`src/prpb_pkg.sv`:
```
// Package for the page-pointer entry builder: widths, codes, result type and helpers.
`timescale 1ns / 1ps
`default_nettype none

package prpb_pkg;

  // Defaults for the top-level parameters. The page size must be a power of two.
  localparam int PRPB_PAGE_BYTES  = 4096;
  localparam int PRPB_MAX_ENTRIES = 513;

  // Fixed field widths.
  localparam int ADDR_W = 64;
  localparam int LEN_W  = 18;
  localparam int IDX_W  = 10;
  localparam int STAT_W = 3;

  // At most this many results come out of one segment.
  localparam int MAX_RESULTS = 64;
  localparam int RES_W       = $clog2(MAX_RESULTS + 1);

  // Completion codes carried on the status field.
  typedef enum logic [STAT_W-1:0] {
    ST_OK         = 3'd0,
    ST_RETRY      = 3'd1,
    ST_FAULT      = 3'd2,
    ST_TOO_MANY   = 3'd3,
    ST_NO_ENTRIES = 3'd4
  } status_t;

  // Sequencer states.
  typedef enum logic [1:0] {
    S_IDLE,
    S_RUN,
    S_FINISH
  } state_t;

  // One result item.
  typedef struct packed {
    logic              entry_valid;
    logic [ADDR_W-1:0] entry_addr;
    logic [IDX_W-1:0]  entry_index;
    logic              done_res;
    status_t           status;
    logic [IDX_W-1:0]  entry_count;
    logic              last;
  } res_t;

  // A failure or done result that carries no entry.
  function automatic res_t end_res(status_t st, logic [IDX_W-1:0] cnt);
    res_t r;
    r.entry_valid = 1'b0;
    r.entry_addr  = '0;
    r.entry_index = '0;
    r.done_res    = 1'b1;
    r.status      = st;
    r.entry_count = cnt;
    r.last        = 1'b1;
    return r;
  endfunction

  // A result carrying a new page entry; done and last are settled later.
  function automatic res_t entry_res(logic [ADDR_W-1:0] addr, logic [IDX_W-1:0] idx,
                                     logic [IDX_W-1:0] cnt);
    res_t r;
    r.entry_valid = 1'b1;
    r.entry_addr  = addr;
    r.entry_index = idx;
    r.done_res    = 1'b0;
    r.status      = ST_OK;
    r.entry_count = cnt;
    r.last        = 1'b0;
    return r;
  endfunction

endpackage

`default_nettype wire

```
`src/prpb_page_unit.sv`:
```
// Shared page arithmetic: page offset, bytes taken from the current page and advanced pointers.
`timescale 1ns / 1ps
`default_nettype none

module prpb_page_unit #(
  parameter int PAGE_BYTES = prpb_pkg::PRPB_PAGE_BYTES
) (
  input  wire logic                                  new_page,
  input  wire logic [prpb_pkg::ADDR_W-1:0]           addr,
  input  wire logic [prpb_pkg::LEN_W-1:0]            len,
  input  wire logic [$clog2(PAGE_BYTES + 1)-1:0]     page_left,
  output logic                                       off_nz,
  output logic [prpb_pkg::ADDR_W-1:0]                addr_next,
  output logic [prpb_pkg::LEN_W-1:0]                 len_next,
  output logic [$clog2(PAGE_BYTES + 1)-1:0]          page_left_next
);
  import prpb_pkg::*;

  localparam int PG_W = $clog2(PAGE_BYTES);
  localparam int PL_W = $clog2(PAGE_BYTES + 1);
  localparam int XW   = (PL_W > LEN_W) ? PL_W : LEN_W;

  logic [PG_W-1:0] off;
  logic [PL_W-1:0] avail;
  logic [XW-1:0]   avail_x;
  logic [XW-1:0]   len_x;
  logic [XW-1:0]   take;

  // Offset within the page; a fresh page offers what is left after the offset.
  assign off    = addr[PG_W-1:0];
  assign off_nz = (off != '0);
  assign avail  = new_page ? (PL_W'(PAGE_BYTES) - PL_W'(off)) : page_left;

  // Take the smaller of the page room and the bytes left in the segment.
  assign avail_x = XW'(avail);
  assign len_x   = XW'(len);
  assign take    = (avail_x < len_x) ? avail_x : len_x;

  assign addr_next      = addr + ADDR_W'(take);
  assign len_next       = LEN_W'(len_x - take);
  assign page_left_next = PL_W'(avail_x - take);

endmodule

`default_nettype wire

```
`src/prpb_out_reg.sv`:
```
// Output register that holds one result until the receiver takes it.
`timescale 1ns / 1ps
`default_nettype none

module prpb_out_reg (
  input  wire logic            clk,
  input  wire logic            rst,
  input  wire logic            push,
  input  wire prpb_pkg::res_t  push_res,
  output logic                 free,
  output logic                 out_valid,
  input  wire logic            out_stall,
  output prpb_pkg::res_t       out_res
);
  import prpb_pkg::*;

  // The slot can take a new result when it is empty or being drained now.
  assign free = !out_valid || !out_stall;

  // Valid flag.
  always_ff @(posedge clk) begin
    if (rst) begin
      out_valid <= 1'b0;
    end else if (push) begin
      out_valid <= 1'b1;
    end else if (!out_stall) begin
      out_valid <= 1'b0;
    end
  end

  // Payload, loaded only on a push so a stalled result holds.
  always_ff @(posedge clk) begin
    if (push) begin
      out_res <= push_res;
    end
  end

endmodule

`default_nettype wire

```
`src/nvme_prp_entry_builder_unit.sv`:
```
// Top level of the page-pointer entry builder: sequencer, running state and result staging.
//
// Segments of one transfer arrive on the input channel (in_valid / in_stall) in order;
// page entries and completion results leave on the output channel (out_valid /
// out_stall). A transfer is accepted when valid is high and stall is low.
// A segment is taken only while the sequencer is idle. It then walks the segment one
// page a cycle through the shared page unit while the output slot is free; the next
// segment is taken only once the loop has ended and the one-result staging register
// in front of the output register has passed on any result it holds.
// The newest entry is held back in that staging register so that its done and last flags can be set
// once the sequencer knows whether more results follow.
// When the receiver stalls, the output register holds its result and the sequencer
// waits on every step of the page walk and of the finish; a new segment is still
// accepted while a finished result waits in the output register.
// Reset (synchronous, active high) clears the running transfer state and empties the
// output register. PAGE_BYTES must be a power of two.
`timescale 1ns / 1ps
`default_nettype none

module nvme_prp_entry_builder_unit #(
  parameter int PAGE_BYTES  = prpb_pkg::PRPB_PAGE_BYTES,
  parameter int MAX_ENTRIES = prpb_pkg::PRPB_MAX_ENTRIES
) (
  input  wire logic                          clk,
  input  wire logic                          rst,
  input  wire logic                          in_valid,
  output logic                               in_stall,
  input  wire logic                          first_segment,
  input  wire logic                          last_segment,
  input  wire logic                          zero_copy_path,
  input  wire logic                          translate_failed,
  input  wire logic [prpb_pkg::ADDR_W-1:0]   seg_addr,
  input  wire logic [prpb_pkg::LEN_W-1:0]    seg_len,
  output logic                               out_valid,
  input  wire logic                          out_stall,
  output logic                               entry_valid,
  output logic [prpb_pkg::ADDR_W-1:0]        entry_addr,
  output logic [prpb_pkg::IDX_W-1:0]         entry_index,
  output logic                               done_res,
  output logic [prpb_pkg::STAT_W-1:0]        status,
  output logic [prpb_pkg::IDX_W-1:0]         entry_count,
  output logic                               last
);
  import prpb_pkg::*;

  localparam int PL_W = $clog2(PAGE_BYTES + 1);
  localparam int EM_W = $clog2(MAX_ENTRIES + 1);

  state_t            state, state_next;
  logic [ADDR_W-1:0] addr, addr_nx;
  logic [LEN_W-1:0]  len, len_nx;
  logic [PL_W-1:0]   page_left, page_left_nx;
  logic [ADDR_W-1:0] expected_addr, expected_addr_nx;
  logic [EM_W-1:0]   entries_made, entries_made_nx;
  status_t           failed_code, failed_code_nx;
  logic              zero_copy_mode, zero_copy_mode_nx;
  logic [RES_W-1:0]  nres, nres_nx;
  logic              last_seg, last_seg_nx;
  res_t              pend, pend_nx;

  logic              in_accept;
  logic              push;
  res_t              push_res;
  logic              free;
  res_t              out_res;
  logic              new_page;
  logic              off_nz;
  logic [ADDR_W-1:0] pu_addr_next;
  logic [LEN_W-1:0]  pu_len_next;
  logic [PL_W-1:0]   pu_page_left_next;
  status_t           fb_code;
  status_t           acc_fb;
  logic [EM_W-1:0]   acc_em;
  logic              acc_zc;
  status_t           acc_fc;
  logic              held_fits;

  assign in_stall  = (state != S_IDLE);
  assign in_accept = in_valid && !in_stall;
  assign new_page  = (page_left == '0);
  assign fb_code   = zero_copy_mode ? ST_RETRY : ST_FAULT;

  // A held result goes out ahead of a failure unless all result slots are used.
  assign held_fits = (nres != '0) && (nres < RES_W'(MAX_RESULTS));

  // State of the transfer as seen by an arriving segment.
  assign acc_em = first_segment ? '0 : entries_made;
  assign acc_fc = first_segment ? ST_OK : failed_code;
  assign acc_zc = first_segment ? zero_copy_path : zero_copy_mode;
  assign acc_fb = acc_zc ? ST_RETRY : ST_FAULT;

  // Shared page arithmetic.
  prpb_page_unit #(
    .PAGE_BYTES(PAGE_BYTES)
  ) u_page (
    .new_page      (new_page),
    .addr          (addr),
    .len           (len),
    .page_left     (page_left),
    .off_nz        (off_nz),
    .addr_next     (pu_addr_next),
    .len_next      (pu_len_next),
    .page_left_next(pu_page_left_next)
  );

  // Output staging register.
  prpb_out_reg u_out (
    .clk      (clk),
    .rst      (rst),
    .push     (push),
    .push_res (push_res),
    .free     (free),
    .out_valid(out_valid),
    .out_stall(out_stall),
    .out_res  (out_res)
  );

  assign entry_valid = out_res.entry_valid;
  assign entry_addr  = out_res.entry_addr;
  assign entry_index = out_res.entry_index;
  assign done_res    = out_res.done_res;
  assign status      = out_res.status;
  assign entry_count = out_res.entry_count;
  assign last        = out_res.last;

  // State register.
  always_ff @(posedge clk) begin
    if (rst) begin
      state <= S_IDLE;
    end else begin
      state <= state_next;
    end
  end

  // Sequencer: next state, running state and result pushes.
  always_comb begin
    state_next        = state;
    addr_nx           = addr;
    len_nx            = len;
    page_left_nx      = page_left;
    expected_addr_nx  = expected_addr;
    entries_made_nx   = entries_made;
    failed_code_nx    = failed_code;
    zero_copy_mode_nx = zero_copy_mode;
    nres_nx           = nres;
    last_seg_nx       = last_seg;
    pend_nx           = pend;
    push              = 1'b0;
    push_res          = pend;
    case (state)
      S_IDLE: begin
        if (in_accept) begin
          if (first_segment) begin
            page_left_nx      = '0;
            expected_addr_nx  = '0;
            entries_made_nx   = '0;
            failed_code_nx    = ST_OK;
            zero_copy_mode_nx = zero_copy_path;
          end
          if (acc_fc != ST_OK) begin
            state_next = S_IDLE;
          end else if (translate_failed) begin
            failed_code_nx = acc_fb;
            pend_nx        = end_res(acc_fb, IDX_W'(acc_em));
            state_next     = S_FINISH;
          end else begin
            addr_nx     = seg_addr;
            len_nx      = seg_len;
            last_seg_nx = last_segment;
            nres_nx     = '0;
            state_next  = S_RUN;
          end
        end
      end
      S_RUN: begin
        if (free) begin
          if (len == '0) begin
            // Segment used up: settle the flags of the held result.
            if (last_seg && entries_made == '0) begin
              failed_code_nx = ST_NO_ENTRIES;
              pend_nx        = end_res(ST_NO_ENTRIES, IDX_W'(entries_made));
              state_next     = S_FINISH;
            end else if (last_seg) begin
              if (nres != '0) begin
                pend_nx.done_res = 1'b1;
                pend_nx.last     = 1'b1;
              end else begin
                pend_nx = end_res(ST_OK, IDX_W'(entries_made));
              end
              state_next = S_FINISH;
            end else if (nres != '0) begin
              pend_nx.last = 1'b1;
              state_next   = S_FINISH;
            end else begin
              state_next = S_IDLE;
            end
          end else if (new_page) begin
            // A new page is needed: check it, then emit and consume.
            if (off_nz && (entries_made != '0 || zero_copy_mode)) begin
              push           = held_fits;
              failed_code_nx = fb_code;
              pend_nx        = end_res(fb_code, IDX_W'(entries_made));
              state_next     = S_FINISH;
            end else if (entries_made >= EM_W'(MAX_ENTRIES)) begin
              push           = held_fits;
              failed_code_nx = ST_TOO_MANY;
              pend_nx        = end_res(ST_TOO_MANY, IDX_W'(entries_made));
              state_next     = S_FINISH;
            end else if (nres >= RES_W'(MAX_RESULTS)) begin
              // The failure takes the place of the held result.
              failed_code_nx = fb_code;
              pend_nx        = end_res(fb_code, IDX_W'(entries_made));
              state_next     = S_FINISH;
            end else begin
              push             = (nres != '0);
              pend_nx          = entry_res(addr, IDX_W'(entries_made),
                                           IDX_W'(entries_made + 1'b1));
              nres_nx          = nres + 1'b1;
              entries_made_nx  = entries_made + 1'b1;
              addr_nx          = pu_addr_next;
              len_nx           = pu_len_next;
              page_left_nx     = pu_page_left_next;
              expected_addr_nx = pu_addr_next;
            end
          end else if (addr != expected_addr) begin
            // A partly used page must be continued at the expected address.
            push           = held_fits;
            failed_code_nx = fb_code;
            pend_nx        = end_res(fb_code, IDX_W'(entries_made));
            state_next     = S_FINISH;
          end else begin
            addr_nx          = pu_addr_next;
            len_nx           = pu_len_next;
            page_left_nx     = pu_page_left_next;
            expected_addr_nx = pu_addr_next;
          end
        end
      end
      S_FINISH: begin
        if (free) begin
          push       = 1'b1;
          state_next = S_IDLE;
        end
      end
      default: begin
        state_next = S_IDLE;
      end
    endcase
  end

  // Transfer state kept across segments.
  always_ff @(posedge clk) begin
    if (rst) begin
      page_left      <= '0;
      expected_addr  <= '0;
      entries_made   <= '0;
      failed_code    <= ST_OK;
      zero_copy_mode <= 1'b0;
    end else begin
      page_left      <= page_left_nx;
      expected_addr  <= expected_addr_nx;
      entries_made   <= entries_made_nx;
      failed_code    <= failed_code_nx;
      zero_copy_mode <= zero_copy_mode_nx;
    end
  end

  // Working registers of the current segment.
  always_ff @(posedge clk) begin
    addr     <= addr_nx;
    len      <= len_nx;
    nres     <= nres_nx;
    last_seg <= last_seg_nx;
    pend     <= pend_nx;
  end

  // A result is only pushed into a free output slot.
  a_push_free: assert property (@(posedge clk) disable iff (rst) push |-> free)
    else $error("result pushed into an occupied output register");

  // The result count of a segment never passes its limit.
  a_nres_max: assert property (@(posedge clk) disable iff (rst)
    (state == S_RUN) |-> (nres <= RES_W'(MAX_RESULTS)))
    else $error("result count above limit");

  // The entry count never passes its limit.
  a_em_max: assert property (@(posedge clk) disable iff (rst)
    entries_made <= EM_W'(MAX_ENTRIES))
    else $error("entry count above limit");

  // Room in the current page never exceeds one page.
  a_page_left: assert property (@(posedge clk) disable iff (rst)
    page_left <= PL_W'(PAGE_BYTES))
    else $error("page room above page size");

  // An error result leaves the transfer marked as failed.
  a_fail_mark: assert property (@(posedge clk) disable iff (rst)
    (push && push_res.done_res && push_res.status != ST_OK) |-> (failed_code != ST_OK))
    else $error("error result without failure mark");

endmodule

`default_nettype wire
```
`config.mk`:
```
export PLATFORM = sky130hd
export DESIGN_NAME = nvme_prp_entry_builder_unit
export DESIGN_NICKNAME = d
export VERILOG_FILES = /design/src/prpb_pkg.sv /design/src/prpb_page_unit.sv /design/src/prpb_out_reg.sv /design/src/nvme_prp_entry_builder_unit.sv
export SDC_FILE = /design/constraint.sdc
export NUM_CORES = 1
export LEC_CHECK = 0
export ABC_AREA = 1
export BUFFER_PORTS_ARGS = -buffer_cell sky130_fd_sc_hd__buf_2
export CORE_MARGIN = 4
export CORE_UTILIZATION = 42
export CTS_BUF_LIST = sky130_fd_sc_hd__clkbuf_4
export DETAILED_ROUTE_END_ITERATION = 16
export GPL_TIMING_DRIVEN = 1
export PLACE_DENSITY_LB_ADDON = 0.05
export SLEW_MARGIN = 20
export SYNTH_ARGS = -nofsm -noshare
export SYNTH_HDL_FRONTEND = slang
export SYNTH_SLANG_ARGS = --single-unit
```
`constraint.sdc`:
```
create_clock -name clk -period 15.7 [get_ports clk]
set_input_delay 1.57 -clock clk [delete_from_list [all_inputs] [get_ports clk]]
set_output_delay 1.57 -clock clk [all_outputs]
set_load 0.03 [all_outputs]
```
==> flow_metrics.py, run 1 <==
metrics = {
    "job": {
        "drv_cap": 0,
    },
    "timing": {
        "slew_viol_final": 0,
        "fin_crit_sh_pct": 42.3,
        "hold_viol_final": 0,
        "tightestPinTransition_ns": 0.881,
        "fmax_mhz": 151,
        "period_minus_slack_ns": 6.63,
        "rsz0062_at_grt": "no",
        "finalClockSkew_ns": 0.0535,
        "setup-tns-final_ns": 0,
        "relSlewSlack_pct": 41.2,
        "finalSetupViolCount": 0,
    },
    "drt": {
        "via_per_inst": 5.25,
        "num_vias": 16942,
        "first_pass_iters": 5,
        "drt-total-wl_um": 61600,
        "drc_errors": 0,
        "drtIter0Drc": 1344,
        "antenna_left": 0,
        "avgRoutedWirePerCell_um": 19.1,
    },
    "global_route": {
        "grt_usage_pct": 24.0,
        "grt-ovfl-total": 0,
        "antenna_found_initial": 1,
        "grt_max_degree": 68,
        "grt_pass1_vias": 16147,
        "grt_pass1_wl_um": 93500,
    },
    "hold_path": {
        "holdCritPathClass": "reg -> reg",
    },
    "run_status": {
        "status": "complete, no violations",
    },
    "synth": {
        "synth_top_area_share_pct": 41.4,
        "synth_edf_count": 270,
        "synth_top_cell_by_area": "edfxtp_1",
        "async_flop_share_pct": 0,
        "synth_area_leaders": "edfxtp_1 (41%), nand2_1 (9.8%), dfxtp_1 (9.6%)",
        "ys_ff_latch": 364,
        "synth_ff_type": "edfxtp_1",
        "ys_seq_area_share_pct": 51.0,
        "syn_inst": 2305,
        "ys_types": 55,
        "syn-mean-instance-area_um2": 8.50,
        "synthesis.area_um2": 19600,
        "ys.warnings.count": 0,
    },
    "placement": {
        "place.gp.congestion": 0.942,
        "hpwl_um": 45600,
        "io_buffers": 181,
    },
    "clock_network": {
        "cts_setup_buffers": 0,
        "cts.sinks": 364,
        "htree_levels": 3,
        "clkTransAtPathRegs_ns": 0.07,
        "clock_latency_ns": 0.83,
        "cts-hold-fix-buffers": 0,
        "cts.repair.resized": 0,
        "cts_root_buf": "clkbuf_4",
        "ctsLongestPathBuffers": 3,
        "cts_tree": "done",
        "cts_buffers": 100,
    },
    "finish": {
        "synthToLayoutAreaGrowth_pct": 14.5,
        "utilization_pct": 49.0,
        "multiInputGateArea_um2": 8340,
        "fillCellCount": 4597,
        "ff_latch_area_um2": 9990,
        "drive_above_1_share_pct": 16.4,
        "final_nets": 2697,
    },
    "worst_setup_path": {
        "slowest_stage": "edfxtp_1",
        "start_kind": "register",
        "worstPathRequired_ns": 16.41,
        "crit_type": "reg -> reg",
        "cp_common_cell": "nand2_1",
        "crit_family": "simple AND/OR/NAND/NOR gates",
        "worstSetupEndpointType": "register",
        "critPathMaxFanout": 16,
        "arrival_ns": 7.35,
        "critPathBufInv": 4,
        "crit_path_max_incr_delay_ns": 0.50,
    },
    "floorplan": {
        "die_w_um": 224,
        "core_um2": 45800,
        "dieArea_um2": 50200,
        "die_h_um": 224,
        "ios": 182,
        "start_util_pct": 42.8,
        "row_count": 78,
    },
}
-- cells in the final DEF (no fill, tap or decap), types with 46 or more instances in the layout --
| cell | n |
|---|---|
| nand2_1 | 512 |
| nor2_1 | 274 |
| edfxtp_1 | 270 |
| inv_1 | 255 |
| buf_2 | 181 |
| clkbuf_4 | 166 |
| o21ai_0 | 164 |
| a21oi_1 | 157 |
| nand3_1 | 109 |
| dfxtp_1 | 94 |
| ha_1 | 65 |
| xor2_1 | 53 |
| nand4_1 | 50 |
| nor3_1 | 46 |
-- per-stage QoR --
| stage | cell area, µm² | cells | hold slack (ns) | setup WS (ns) |
|---|---|---|---|---|
| 2_1_floorplan | 19600 | 2309 | 0.400 | 8.43 |
| 5_1_grt | 22400 | 3224 | 0.421 | 8.28 |
| 3_5_place_dp | 21100 | 3036 | 0.405 | 9.19 |
| 6_report | 22400 | 3224 | 0.391 | 9.07 |
| 3_3_place_gp | 21100 | 3036 | 0.401 | 9.20 |
| 4_1_cts | 22400 | 3222 | 0.385 | 9.17 |
-- sequential cells by signal (all words and copies together) (netlist names) --
register	count
addr	64
entries_made	10
expected_addr	64
failed_code	3
last_seg	1
len	18
nres	7
page_left	13
pend	90
state	2
u_out.out_res	90
u_out.out_valid	1
zero_copy_mode	1
-- synthesized netlist by cell type, types with 16 or more instances --
cell      number
nand2_1      512
nor2_1       276
edfxtp_1     270
inv_1        256
o21ai_0      164
a21oi_1      158
nand3_1      109
dfxtp_1       94
ha_1          66
xor2_1        53
nand4_1       50
nor3_1        46
clkbuf_1      29
xnor2_1       24
a21o_1        21
a31oi_1       18
buf_1         17
buf_2         17
or2_2         16
-- worst register-to-register path: cells and delay by family (launching register included) --
family	cells	cell delay (ns)
and+or+nand+nor	19	2.57
AOI/OAI and AO/OA	6	1.76
buffers and inverters	4	0.65
DFF	1	0.50
adders and majority gates	3	0.90
xor gates and xnor gates	1	0.18
-- kinds of logic after synthesis --
logic type      count (synthesis)  synth area share, %
flops                         364                 51.0
buf+inv                       334                 6.70
compound gates                410                 11.6
other cells                     1               0.0191
xor+xnor                       77                 3.44
simple gates                 1050                 22.8
fa+ha+maj                      69                 4.52
-- cell type report --
class | count | share of cell area, %
clock buffer | 166 | 5.55
clock inverter | 20 | 0.368
antenna | 2 | 0.0223
timing repair buffer | 197 | 4.57
multi-input combinational | 1611 | 37.2
inverter | 264 | 4.43
sequential | 364 | 44.5
tap | 600 | 3.35
-- routing by layer --
metal | up-vias | routed length [µm] | GRT usage [%]
li1 | 8292 | - | -
met1 | 8029 | 28900 | 34.6
met2 | 551 | 27600 | 37.3
met3 | 70 | 4060 | 4.73
met4 | 0 | 1020 | 6.24
met5 | - | 0 | 0
-- path summary, 6_finish.rpt --
check	start	end	slack [ns]	cells past startpoint
worst max-delay path	addr[0]$_DFFE_PP_	expected_addr[61]$_SDFFE_PP0P_	9.07	33
worst max register to register	addr[0]$_DFFE_PP_	expected_addr[61]$_SDFFE_PP0P_	9.07	33
worst min register to register	pend[53]$_SDFFCE_PN0P_	u_out.out_res[53]$_DFFE_PP_	0.39	0
worst min-delay path	pend[53]$_SDFFCE_PN0P_	u_out.out_res[53]$_DFFE_PP_	0.39	0
Power of run 1 is left out: the tool's default activity adds up to more than one toggle a clock period on the data nets, which glitch-free logic cannot reach.
==> inputs of run 2 (changes only) <==
Clock period 15.7 ns to 6.4 ns, I/O delays scaled along.
==> run 2 against run 1 <==
Compared with the run above:
- maximum frequency increased by 13%
- critical path depth is 2 lower
- critical path type unchanged
- utilization rose by 0.69 points
- critical endpoint is now addr[50]$_DFFE_PP_
==> flow_metrics.py, run 2 (same netlist as run 1, synthesis figures left out) <==
metrics = {
    "run_status": {
        "status": "complete, no violations",
    },
    "global_route": {
        "grt_busiest_layer": "met2",
        "grt_pass1_wl_um": 94200,
        "grt-ovfl-total": 0,
        "grt_max_degree": 91,
        "grt_pass1_vias": 16264,
        "grt.met2_usage_pct": 36.3,
        "met1_usage_pct": 35.3,
        "antenna_found_initial": 2,
        "grtUsageMet3_pct": 5.12,
        "grt_usage_pct": 24.1,
    },
    "drt": {
        "drtIter0Drc": 1402,
        "via_per_inst": 5.21,
        "drc_errors": 0,
        "avgRoutedWirePerCell_um": 18.8,
        "num_vias": 16942,
        "first_pass_iters": 5,
        "antenna_left": 0,
        "drt-total-wl_um": 61300,
    },
    "floorplan": {
        "row_count": 78,
        "dieArea_um2": 50200,
        "die_w_um": 224,
        "die_h_um": 224,
        "core_um2": 45800,
        "start_util_pct": 42.8,
        "ios": 182,
    },
    "clock_network": {
        "cts_buffers": 97,
        "cts.sinks": 364,
        "cts_setup_buffers": 0,
        "clock_latency_ns": 0.86,
        "cts_tree": "done",
        "ctsLongestPathBuffers": 3,
        "htree_levels": 3,
        "cts_root_buf": "clkbuf_4",
        "clkTransAtPathRegs_ns": 0.07,
    },
    "worst_setup_path": {
        "reg2reg_depth": 31,
        "crit_path_max_incr_delay_ns": 0.46,
        "slowest_stage": "edfxtp_1",
        "crit_type": "reg -> reg",
        "arrival_ns": 6.48,
        "worstSetupEndpoint": "addr[50]$_DFFE_PP_",
        "r2r-start": "addr[2]$_DFFE_PP_",
        "critPathMaxFanout": 14,
        "cp_common_cell": "nand2_1",
        "start_kind": "register",
        "worstPathRequired_ns": 6.99,
        "reg2reg_to": "addr[50]$_DFFE_PP_",
        "worstSetupEndpointType": "register",
        "r2r_slack_ns": 0.51,
        "cp-startpoint": "addr[2]$_DFFE_PP_",
    },
    "timing": {
        "relSlewSlack_pct": 29.2,
        "hold_viol_final": 0,
        "period_minus_slack_ns": 5.89,
        "fmax_mhz": 170,
        "holdWs_ns": 0.0799,
        "finalSetupViolCount": 0,
        "fin_crit_sh_pct": 92.0,
        "finalClockSkew_ns": 0.0654,
        "slew_viol_final": 0,
        "rsz0062_at_grt": "no",
        "setup-tns-final_ns": 0,
        "tightestPinTransition_ns": 1.06,
    },
    "finish": {
        "drive_above_1_share_pct": 16.8,
        "layout.cells.most_common_list": "nand2_1 (511), nor2_1 (274), edfxtp_1 (270)",
        "final_nets": 2723,
        "mostFrequentLayoutCell": "nand2_1",
        "fin_cells": 3251,
        "synthToLayoutAreaGrowth_pct": 16.1,
        "reg_top3": "pend (90), u_out.out_res (90)",
        "utilization_pct": 49.7,
    },
    "hold_path": {
        "holdCritPathClass": "in -> reg",
        "holdPathStages": 3,
    },
    "job": {
        "drv_cap": 0,
    },
    "placement": {
        "io_buffers": 181,
        "hpwl_um": 45000,
        "place.gp.congestion": 0.935,
        "place_inst": 3047,
    },
}
[run 2: area by class of cell]
class,instances,area [µm²]
antenna,4,10.0
clock buffer,166,1250
clock inverter,16,73.8
fill,4524,23000
inverter,264,998
multi-input combinational,1611,8360
sequential,364,9990
tap,600,751
timing repair buffer,225,1310
timing repair inverter,1,7.51
[run 2: per-stage QoR]
step / area [µm²] / setup slack, ns
3_5_place_dp: 21200 / 0.237
4_1_cts: 22700 / 0.218
6_report: 22700 / 0.512
2_1_floorplan: 19600 / 0.0394
5_1_grt: 22700 / 0.00564
3_3_place_gp: 21200 / 0.322
[run 2: worst min-delay path by stage]
stage | start | end | slack (ns)
2_1_floorplan | pend[0]$_SDFFCE_PN1P_ | u_out.out_res[0]$_DFFE_PP_ | 0.40
3_3_place_gp | pend[71]$_SDFFCE_PN0P_ | u_out.out_res[71]$_DFFE_PP_ | 0.40
3_5_place_dp | pend[39]$_SDFFCE_PN0P_ | u_out.out_res[39]$_DFFE_PP_ | 0.40
4_1_cts | seg_addr[31] | addr[31]$_DFFE_PP_ | 0.0006
5_1_grt | seg_addr[34] | addr[34]$_DFFE_PP_ | -0.006
6_report | seg_addr[31] | addr[31]$_DFFE_PP_ | 0.08
[run 2: timing repair]
action	CTS	global route
endpoints found under the hold margin	16	0
endpoints found under the setup margin	0	88
hold buffers	16	0
gates resized for setup	0	15
[run 2: worst max-delay path: cells and delay by family (launching register included)]
| family | cells | cell delay (ns) |
|---|---|---|
| fa+ha+maj | 3 | 0.79 |
| simple gates | 16 | 2.17 |
| compound gates | 6 | 1.34 |
| buf+inv | 5 | 0.70 |
| flops | 1 | 0.46 |
| xor+xnor | 1 | 0.18 |
[run 2: per-layer routing]
layer  vias to the layer above  wire (µm)
met3                        98       3970
met5                         -          0
met1                      7942      29400
li1                       8359          -
met2                       543      26600
met4                         0       1330
Power of run 2 is left out for the same reason.
